--- src/ptlp_pkg.sv ---
package ptlp_pkg;

    localparam int CoordW = 32;
    localparam int DiffW  = 33;
    localparam int ProdW  = 66;
    localparam int NumW   = 68;
    localparam int DenW   = 66;
    localparam int HalfW  = 33;
    localparam int MW     = 99;
    localparam int NW     = 101;
    localparam int DW     = 67;
    localparam int QB     = 36;
    localparam int OffW   = 35;
    localparam int SumW   = 36;

    localparam logic [QB-1:0]   OffClamp = QB'(64'd1 << 34);
    localparam logic [SumW-1:0] SatMax   = SumW'(64'h7FFF_FFFF);
    localparam logic [SumW-1:0] SatMin   = SumW'(64'hFFFF_FFFF_8000_0000);

    typedef struct packed {
        logic [2:0][DiffW-1:0]  d;
        logic [2:0][DiffW-1:0]  w;
        logic [2:0][CoordW-1:0] anc;
    } ptlp_item_t;

    localparam int ItemW = $bits(ptlp_item_t);

    typedef struct packed {
        logic [2:0]             neg;
        logic                   deg;
        logic [2:0][CoordW-1:0] anc;
    } ptlp_side_t;

endpackage

--- src/ptlp_fifo.sv ---
module ptlp_fifo
    import ptlp_pkg::*;
#(
    parameter int DEPTH = 4,
    parameter int WIDTH = 8
)
(
    input  logic             clk,
    input  logic             rst_n,
    input  logic             in_valid,
    output logic             in_ready,
    input  logic [WIDTH-1:0] in_data,
    output logic             out_valid,
    input  logic             out_ready,
    output logic [WIDTH-1:0] out_data
);

    localparam int AW = (DEPTH > 1) ? $clog2(DEPTH) : 1;

    logic [WIDTH-1:0] mem_reg [DEPTH];
    logic [AW-1:0]    wptr_reg;
    logic [AW-1:0]    wptr_next;
    logic [AW-1:0]    rptr_reg;
    logic [AW-1:0]    rptr_next;
    logic [AW:0]      count_reg;
    logic [AW:0]      count_next;
    logic             push;
    logic             pop;

    assign in_ready  = count_reg != (AW+1)'(DEPTH);
    assign out_valid = count_reg != '0;
    assign out_data  = mem_reg[rptr_reg];
    assign push      = in_valid && in_ready;
    assign pop       = out_valid && out_ready;

    always_comb
    begin
        wptr_next  = wptr_reg;
        rptr_next  = rptr_reg;
        count_next = count_reg;
        if (push)
        begin
            wptr_next = (wptr_reg == AW'(DEPTH - 1)) ? '0 : wptr_reg + 1'b1;
        end
        if (pop)
        begin
            rptr_next = (rptr_reg == AW'(DEPTH - 1)) ? '0 : rptr_reg + 1'b1;
        end
        if (push && !pop)
        begin
            count_next = count_reg + 1'b1;
        end
        else if (pop && !push)
        begin
            count_next = count_reg - 1'b1;
        end
    end

    always_ff @(posedge clk or negedge rst_n)
    begin
        if (!rst_n)
        begin
            wptr_reg  <= '0;
            rptr_reg  <= '0;
            count_reg <= '0;
        end
        else
        begin
            wptr_reg  <= wptr_next;
            rptr_reg  <= rptr_next;
            count_reg <= count_next;
        end
    end

    always_ff @(posedge clk)
    begin
        if (push)
        begin
            mem_reg[wptr_reg] <= in_data;
        end
    end

endmodule

--- config.mk ---
export PLATFORM = sky130hd
export DESIGN_NAME = ptlp_fifo
export DESIGN_NICKNAME = d
export VERILOG_FILES = /design/src/ptlp_pkg.sv /design/src/ptlp_fifo.sv
export SDC_FILE = /design/constraint.sdc
export NUM_CORES = 1
export LEC_CHECK = 0
export ABC_CLOCK_PERIOD_IN_PS = 2200
export BUFFER_PORTS_ARGS = -buffer_cell sky130_fd_sc_hd__buf_2
export CORE_MARGIN = 1.5
export CORE_UTILIZATION = 25
export DETAILED_ROUTE_END_ITERATION = 16
export GPL_TIMING_DRIVEN = 0
export PLACE_DENSITY_LB_ADDON = 0.08
export SYNTH_ARGS = -nofsm -noshare
export SYNTH_HDL_FRONTEND = slang
export SYNTH_SLANG_ARGS = --single-unit
--- constraint.sdc ---
create_clock -name clk -period 2.2 [get_ports clk]
set_clock_uncertainty 0.15 [all_clocks]
set_input_delay 0.44 -clock clk [delete_from_list [all_inputs] [get_ports clk]]
set_output_delay 0.44 -clock clk [all_outputs]
set_load 0.05 [all_outputs]
# Word level (Yosys, flattened, before mapping)
# Memories as Yosys holds them, arrays and structs flattened.
# Cells that the tools add are included.
[word_totals]
register_bits = 7
latch_bits = 0
ramBits = 32
romBits = 0
inputBits = 12
out_inout_bits = 10
word_cells = 25
memories = 1
[op_classes]
addsub = 4
mul = 0
n_div = 0
n_lt_le_gt_ge = 0
eq_ne = 3
shift = 0
muxes = 6
bitwise = 0
reduce_logical = 8
[mem_list]
columns = ["name", "words", "width", "rd", "rd_ports_with_merged_regs", "wr", "line", "text"]
rows = [
  ["mem_reg", 4, 8, 1, 0, 1, "ptlp_fifo.sv:20", "logic [WIDTH-1:0] mem_reg [DEPTH];"],
]
[ops]
columns = ["cell", "count"]
rows = [
  ["$mux W3", 2],
  ["$add A2 B1 Y2 const B", 2],
  ["$eq A2 B2 Y1 const B", 2],
  ["$logic_and A1 B1 Y1", 4],
  ["$mux W2", 2],
  ["$add A3 B1 Y3 const B", 1],
  ["$ne A3 B3 Y1 const B", 1],
  ["$reduce_bool A3 Y1", 1],
  ["$sub A3 B1 Y3 const B", 1],
  ["$logic_not A1 Y1", 2],
  ["$mux W1", 2],
  ["$reduce_bool A2 Y1", 1],
]

# Depth between registers and ports, before layout
# Gate-level depths: netlist of the first run.
[logic_depth]
ltp_word = 6
depth_mapped = 8
mapped_depth_nobuf = 8

# Worst setup path after synthesis of the first run
# OpenSTA, ideal clock, no wires.
[synth_path]
path_kind = "register -> register"
from = "register count_reg[0]"
to = "register count_reg[2]"
setup_ps = 79
arrival_ps = 2188
required_ps = 1971
slack_ps = -217
stages_incl_launch_ff = 9
path_buffers = 0
period_less_slack_ps = 2417
cell_sequence = "dfrtp_1 -> or3_2 -> nand2_1 -> ha_1 -> inv_1 -> fa_1 -> xor2_1 -> nor2_1 -> xor2_1"
[synth_between]
elab_chain_len = 5
elab_cells_between_ends = 13
cone_classes = "add/sub (2); eq/ne (1); mux (2); reduce/logical (8)"
[synth_rtl]
columns = ["element", "line", "text"]
rows = [
  ["start, declared", "ptlp_fifo.sv:25", "logic [AW:0] count_reg;"],
  ["start signal, assigned", "ptlp_fifo.sv:71", "count_reg <= count_next;"],
  ["$reduce_bool A3 Y1 *", "ptlp_fifo.sv:31", "assign out_valid = count_reg != '0;"],
  ["named net out_valid", "ptlp_fifo.sv:13", "output logic out_valid,"],
  ["$logic_and A1 B1 Y1 *", "ptlp_fifo.sv:34", "assign pop = out_valid && out_ready;"],
  ["$logic_not A1 Y1", "ptlp_fifo.sv:49", "if (push && !pop)"],
  ["$logic_and A1 B1 Y1", "ptlp_fifo.sv:49", ""],
  ["$mux W3 or $reduce_bool A2 Y1 (tied branches)", "-", ""],
]
# The timed path passes the listed nets; every way through them passes the cells marked *. The select of a mux whose other input is x is not followed.
# A chain may end at the register's enable or synchronous reset.

# Worst setup path after layout of the first run
[layout_path]
from = "register count_reg[0]"
to = "register count_reg[1]"
[layout_between]
elab_cells_between_ends = 13
cone_classes = "add/sub (2); eq/ne (1); mux (2); reduce/logical (8)"
[layout_lines]
columns = ["element", "line", "text"]
rows = [
  ["$ne A3 B3 Y1", "ptlp_fifo.sv:30", "assign in_ready = count_reg != (AW+1)'(DEPTH);"],
  ["$logic_and A1 B1 Y1", "ptlp_fifo.sv:33", "assign push = in_valid && in_ready;"],
  ["named net push", "ptlp_fifo.sv:27", "logic push;"],
  ["$logic_and A1 B1 Y1", "ptlp_fifo.sv:49", ""],
  ["$mux W3", "ptlp_fifo.sv:49", ""],
  ["named net count_next[1]", "ptlp_fifo.sv:26", "logic [AW:0] count_next;"],
]
# The timed path passes the listed nets, and every way through them passes these cells. The select of a mux whose other input is x is not followed.

==> key figures, run 1 <==
Outcome
  – Status: finished clean

Die
  – Ports: 22
  – Site Rows: 28
  – Core Area: 6030 µm²
  – Total die area: 6860 µm²
  – Die W: 82.9 µm
  – Die Y: 82.9 µm
  – Initial core utilization: 26.5%

Setup path
  – FF-to-FF Start: count_reg[0]$_DFFE_PN0P_
  – Worst reg-to-reg path cell count: 6
  – Worst reg2reg endpoint: count_reg[1]$_DFFE_PN0P_
  – Setup crit start kind: flip-flop
  – Crit path DAT: 2.18 ns
  – Endpoint type of the worst setup path: flip-flop
  – Worst EP required: 2.22 ns
  – Crit Path Category: reg2reg
  – Crit path max fanout: 6
  – Worst reg2reg setup slack: 0.04 ns

Clock tree
  – # clock sinks: 39
  – Clock Pin Slew Worst Setup and Hold Paths: 0.08 ns
  – H-tree lvl count: 2
  – CTS tree: done
  – Cts bufs inserted: 5
  – Root Driver: clkbuf_8
  – Maximum clock insertion buffer count: 2
  – Insertion delay to the later sink of the worst-skew pair: 0.29 ns

Synthesis
  – Main combinational cell family by area after synthesis: multiplexers
  – Sequential area share after synthesis: 71.3%
  – Mean Syn Cell Area: 20.4 µm²
  – XOR/XNOR Fraction of Synth Area: 1.65%
  – Post-synthesis instance total: 78
  – Mux share of post-synthesis cell area: 15.3%
  – Simple-gate share of the synthesized area: 4.55%
  – Unique masters post-synth: 18
  – Post-Syn Area: 1590 µm²
  – Post-Synth Adder-Cell Area: 5.97%
  – Syn Nets: 97
  – Compound-Gate Fraction of Synth Area: 0%
  – Seq cells post-synth: 39
  – Yosys warning count: 0

Placement
  – Gpl congestion: 0.697
  – DP HPWL: 1.91 mm
  – Buffers on Ports: 21

Final layout
  – P&R area growth vs syn: 28.4%
  – Nets: 130
  – Most frequent cells in the layout: edfxtp_1, buf_2, mux4_2
  – Sequential standard cell area: 1140 µm²
  – FILL cells: 587
  – Max reg flops: 32
  – Most common cell after layout, fill and taps aside: edfxtp_1
  – Ant. Diodes: 0
  – Multi-input logic area: 462 µm²
  – Share of cells above drive strength 1: 52.7%
  – Final Core Density: 34.0%

Global route
  – Met2 Usage GRT: 14.1%
  – Gr ovfl total: 0
  – Global-route wire length before repair: 4.40 mm
  – Initial antenna violation count: 0
  – Pin count of the biggest net entering global routing: 14
  – Met1 Usage GRT: 10.7%
  – GRT Total Usage: 8.92%
  – Vias in the first global route: 835
  – Met3 Use GR: 3.58%
  – GRT busiest layer: met2

STA
  – RSZ-0062 raised after global routing: true
  – Final period utilization: 98.1%
  – Slew headroom: 82.1%
  – Maximum clock rate: 463 MHz
  – Final Max Slew Viols: 0
  – Setup violators final: 0
  – Final setup TNS: 0 ns
  – Min Tclk post-route: 2.16 ns
  – Slew @ Worst Pin: 0.268 ns
  – Hold Fails Final Rpt: 0

Route
  – ANT nets after route: 0
  – Wirelength per Cell: 15.8 µm
  – Drt initial violations: 43
  – Routed vias: 785
  – Drt drc: 0
  – 1st-pass router iterations: 4
  – Vias per Instance: 4.20
  – Drt total wl: 2.95 mm

Run
  – Max-cap violation count: 0

Min path
  – Type of the most critical hold path: in2reg
  – Hold Path Origin: in_data[1]
  – WHS Endpoint: mem_reg[0][1]$_DFFE_PP_
  – Hold path depth: 1

Pwr
  – Pwr Density: 1550 nW/µm²
  – Worst IR Drop VDD: 0.000748 V
  – Leakage: 0.000768 µW
[power breakdown]
| part | internal [µW] | switching [µW] |
|---|---|---|
| combinational | 659 | 817 |
| clock | 338 | 258 |
| sequential | 1000 | 97.4 |
| total | 2000 | 1170 |
[cells in the mapped netlist, drive strengths merged]
cell type,count,area [µm²]
and3,4,30.0
ha,6,75.1
fa,1,20.0
mux2,5,63.8
xor2,2,17.5
inv,3,11.3
xnor2,1,8.76
dfrtp,7,175
edfxtp,32,961
nand2,1,3.75
nor2,3,11.3
mux4,8,180
and2,1,8.76
buf,2,8.75
or3b,1,11.3
or3,1,7.51
[through the flow]
stage | setup WS, ns | hold WS, ns | power (µW) | std cells | instance area (µm²)
finish | 0.0407 | 0.209 | 3170 | 187 | 2050
global placement | 0.0423 | 0.135 | 2350 | 174 | 1810
floorplan | -0.0116 | -0.00559 | 2080 | 78 | 1610
global route | -0.0142 | 0.194 | 3340 | 187 | 2050
detailed placement | 0.0213 | 0.140 | 2370 | 174 | 1810
CTS | 0.000602 | 0.197 | 3050 | 184 | 1960
[worst max-delay path by stage]
stage	slack, ns	end	startpoint	depth (start not counted)
after global placement	0.04	count_reg[1]$_DFFE_PN0P_	count_reg[1]$_DFFE_PN0P_	6
after global routing	-0.01	count_reg[2]$_DFFE_PN0P_	count_reg[0]$_DFFE_PN0P_	8
after floorplan	-0.01	count_reg[1]$_DFFE_PN0P_	count_reg[1]$_DFFE_PN0P_	6
after CTS	0.0006	out_data[4]	rptr_reg[0]$_DFFE_PN0P_	3
after detailed placement	0.02	count_reg[1]$_DFFE_PN0P_	count_reg[0]$_DFFE_PN0P_	6
final	0.04	count_reg[1]$_DFFE_PN0P_	count_reg[0]$_DFFE_PN0P_	6
[critical path, cell delays in order, from the launching register on]
cell,delay [ns]
dfrtp_2,0.44
or3b_4,0.41
and2_4,0.18
ha_4,0.16
inv_2,0.04
fa_1,0.39
mux2_2,0.27
[logic make-up (layout without fill, tap and decap cells)]
family,after synthesis,in the layout
flip-flops,39,39
multiplexers,13,13
AND/OR/NAND/NOR,11,11
adder cells (fa/ha/maj),7,7
buffers and inverters,5,39
XOR/XNOR,3,3
[area by class of cell]
cell class              count  area share (%)
inverters                   3           0.550
clock inverters             3            2.08
well taps                  75            4.58
plain buffers               2            1.22
clock buffers               5            3.36
repair buffers             26            10.0
flip-flops and latches     39            55.6
multi-input cells          34            22.6
[per-layer routing]
| layer | routed length, µm | part of all wire (%) |
|---|---|---|
| met3 | 132 | 4.5 |
| met4 | 54 | 1.8 |
| met2 | 1470 | 50 |
| met5 | 0 | 0 |
| met1 | 1290 | 44 |
[what timing repair did]
action                                  4_1_cts  5_1_grt
hold buffers                                  1        0
hold endpoints to repair                      7        0
gates resized for setup                       9       17
buffers inserted                              1        2
pin swaps                                     0        3
gates cloned                                  0        1
endpoints found under the setup margin        9       10
Power figures use the tool's default switching activity.
==> run 2: changes to the inputs <==
--- a/config.mk
+++ b/config.mk
@@ -5,6 +5,7 @@
 export SDC_FILE = /design/constraint.sdc
 export NUM_CORES = 1
 export LEC_CHECK = 0
+export ABC_AREA = 1
 export ABC_CLOCK_PERIOD_IN_PS = 2200
 export BUFFER_PORTS_ARGS = -buffer_cell sky130_fd_sc_hd__buf_2
 export CORE_MARGIN = 1.5
==> run 2 against run 1 <==
Highest routed layer unchanged; core utilization fell by 3.0 points; combinational power barely moved; register-to-register slack improved by 0.17 ns; cell area rose by 2.9%; largest cell class unchanged; worst setup slack improved by 0.078 ns; count of clock-buffer cells in the layout did not move.
==> key figures, run 2 <==
Outcome
  – Status: finished clean

Clock tree
  – H-tree lvl count: 2 (unchanged)
  – Root Driver: clkbuf_8
  – Maximum clock insertion buffer count: 2 (unchanged)
  – Cts bufs inserted: 5 (unchanged)
  – Clock Pin Slew Worst Setup and Hold Paths: 0.08 ns (about the same)
  – # clock sinks: 39 (unchanged)
  – CTS tree: done
  – Insertion delay to the later sink of the worst-skew pair: 0.29 ns (about the same)

Pwr
  – Pwr Density: 1500 nW/µm² (-3.6%)
  – Leakage: 0.000894 µW (+16%)
  – Worst IR Drop VDD: 0.000387 V (-48%)

Setup path
  – Delay of the slowest cell on the worst path: 0.37 ns (-0.07 ns)
  – Crit Path Category: reg2out
  – Worst reg-to-reg path cell count: 9 (+3)
  – Endpoint type of the worst setup path: primary output
  – FF-to-FF Start: count_reg[1]$_DFFE_PN0P_
  – Crit path max fanout: 10 (+4)
  – Worst reg2reg setup slack: 0.21 ns (+0.17 ns)
  – Crit path buf inv count: 3 (+2)
  – Critical Path Slowest Stage Cell: dfrtp_1
  – CP Depth: 5 (-1)
  – CP top delay family: buffers and inverters
  – Worst EP required: 1.61 ns (-0.61 ns)
  – Crit path DAT: 1.49 ns (-0.69 ns)
  – Setup crit start kind: flip-flop
  – Worst reg2reg endpoint: count_reg[1]$_DFFE_PN0P_
  – CP cell instances: buf_6, clkinvlp_4, o211ai_1, nand2_1, buf_2

Synthesis
  – Post-synth EDFFs: 32 (unchanged)
  – Synth top cells by count: nand2_1, edfxtp_1, inv_1, o211ai_1, dfrtp_1
  – Top_reg_cell synth: edfxtp_1
  – Ys async rst share: 17.9% (unchanged)
  – Yosys top cell area share: 54.8% (-5.5 points)
  – Most numerous cell in the Yosys netlist: nand2_1
  – Sequential area share after synthesis: 64.8% (-6.5 points)
  – Seq cells post-synth: 39 (unchanged)
  – Unique masters post-synth: 16 (-2)
  – Syn Nets: 171 (+76%)
  – Yosys warning count: 0 (unchanged)
  – Post-synthesis instance total: 152 (+95%)
  – Post-Syn Area: 1750 µm² (+10%)
  – Largest cells by area after synthesis: edfxtp_1, dfrtp_1, nand2_1, o211ai_1, inv_1
  – Post-synth top area cell: edfxtp_1
  – Mean Syn Cell Area: 11.5 µm² (-44%)

Die
  – Ports: 22 (unchanged)
  – Total die area: 7530 µm² (+9.7%)
  – Core Area: 6790 µm² (+13%)
  – Initial core utilization: 25.8% (-0.63 points)
  – Die W: 86.8 µm (+4.7%)
  – Site Rows: 30 (+7.1%)
  – Die Y: 86.8 µm (+4.7%)

Final layout
  – Sequential standard cell area: 1140 µm² (-0.22%)
  – Final std cells w/o fill: 278 (+49%)
  – Share of cells above drive strength 1: 21.4% (-31 points)
  – Nets: 200 (+54%)
  – Final Core Density: 31.0% (-3.0 points)
  – Most frequent cells in the layout: nand2_1, edfxtp_1, inv_1
  – Most common cell after layout, fill and taps aside: nand2_1
  – P&R area growth vs syn: 20.0%
  – FILL cells: 722 (+23%)
  – Multi-input logic area: 454 µm² (-1.6%)
  – Max reg flops: 32 (unchanged)
  – Ant. Diodes: 0 (unchanged)

Min path
  – Type of the most critical hold path: in2reg
  – Hold path depth: 1 (unchanged)
  – Hold Path Origin: in_data[7]
  – WHS Endpoint: mem_reg[2][7]$_DFFE_PP_

Placement
  – Gpl congestion: 0.728 (+4.4%)
  – Buffers on Ports: 21 (unchanged)
  – Dpl ws: 0.186 ns (+0.164 ns)
  – DP HPWL: 2.43 mm (+27%)
  – Placed cell count: 269 (+55%)

STA
  – Final setup TNS: 0 ns (unchanged)
  – Min Tclk post-route: 2.08 ns (-0.0781 ns)
  – Final Max Slew Viols: 0 (unchanged)
  – Slew @ Worst Pin: 0.863 ns (+0.595 ns)
  – Hold_ws: 0.208 ns (-0.000709 ns)
  – Maximum clock rate: 480 MHz (+3.8%)
  – Final period utilization: 94.6% (-3.5 points)
  – Setup violators final: 0 (unchanged)
  – Hold Fails Final Rpt: 0 (unchanged)
  – PnR worst setup slack: 0.119 ns (+0.0781 ns)
  – Slew headroom: 42.3% (-40 points)
  – RSZ-0062 raised after global routing: false

Global route
  – Initial antenna violation count: 0 (unchanged)
  – Pin count of the biggest net entering global routing: 13 (-1)
  – Global-route wire length before repair: 5.53 mm (+26%)
  – Vias in the first global route: 1094 (+31%)
  – Gr ovfl total: 0 (unchanged)
  – GRT Total Usage: 10.3% (+1.4 points)

Route
  – Routed vias: 1122 (+43%)
  – 1st-pass router iterations: 4 (unchanged)
  – ANT nets after route: 0 (unchanged)
  – Wirelength per Cell: 12.7 µm (-19%)
  – Drt total wl: 3.54 mm (+20%)
  – Drt drc: 0 (unchanged)
  – Vias per Instance: 4.04 (-3.9%)
  – Drt initial violations: 34 (-21%)

Run
  – Max-cap violation count: 0 (unchanged)
run 2: cell count changes after synthesis, sizes merged, moves of 2 or more:
cell,change
mux4,-8
xor2,-2
o211ai,+16
inv,+27
buf,+3
and3,-4
nand3,+7
mux2,-5
nor2,+3
nand2,+38
run 2: per-layer routing:
layer  routed length (µm)  up-vias  global-route usage, %
met5                    0        -                      0
met3                  140        8                   2.95
met4                   77        0                   5.28
li1                     -      555                      -
met1                 1590      541                   12.8
met2                 1720       18                   16.5
run 2: layout make-up:
class                           count  area share [%]
Buffer                              5            2.67
Clock buffer                        5            3.27
Clock inverter                      3            1.84
Inverter                           30            5.53
Multi-Input combinational cell     78            21.6
Sequential cell                    39            54.0
Tap cell                           96            5.70
Timing Repair Buffer               22            5.47
run 2: logic make-up (layout without fill, tap and decap cells):
kind of cell    Yosys count  in the layout  synth area share (%)
simple gates             53             53                  12.6
xor+xnor                  1              1                 0.499
compound gates           17             17                  7.13
fa+ha+maj                 7              7                  5.42
flops                    39             39                  64.8
buf+inv                  35             65                  9.63
run 2: how the worst max path moves through the flow:
stage | endpoint | from | slack, ns
2_1_floorplan | count_reg[1]$_DFFE_PN0P_ | count_reg[1]$_DFFE_PN0P_ | 0.07
3_3_place_gp | count_reg[1]$_DFFE_PN0P_ | count_reg[1]$_DFFE_PN0P_ | 0.25
3_5_place_dp | mem_reg[0][5]$_DFFE_PP_ | count_reg[0]$_DFFE_PN0P_ | 0.19
4_1_cts | out_data[2] | rptr_reg[1]$_DFFE_PN0P_ | 0.06
5_1_grt | out_data[7] | rptr_reg[1]$_DFFE_PN0P_ | 0.009
6_report | out_data[2] | rptr_reg[1]$_DFFE_PN0P_ | 0.12
run 2: repair_timing:
| action | in CTS | in global routing |
|---|---|---|
| gates resized for setup | 1 | 0 |
| hold buffers | 1 | 0 |
| hold endpoints to repair | 7 | 0 |
| setup endpoints to repair | 8 | 0 |
| buffers inserted | 0 | 0 |
run 2: power by group:
group / switching (µW) / leakage, µW / total [µW] / internal, µW
sequential: 87.8 / 0.000378 / 1080 / 994
combinational: 1060 / 0.000461 / 1490 / 428
clock: 244 / 0.0000556 / 576 / 332
total: 1390 / 0.000894 / 3150 / 1750
run 2: per-stage QoR:
stage | total power [µW] | instance area, µm²
6_report | 3150 | 2110
5_1_grt | 3370 | 2110
4_1_cts | 3210 | 2110
3_5_place_dp | 2610 | 1980
3_3_place_gp | 2580 | 1980
2_1_floorplan | 2230 | 1760
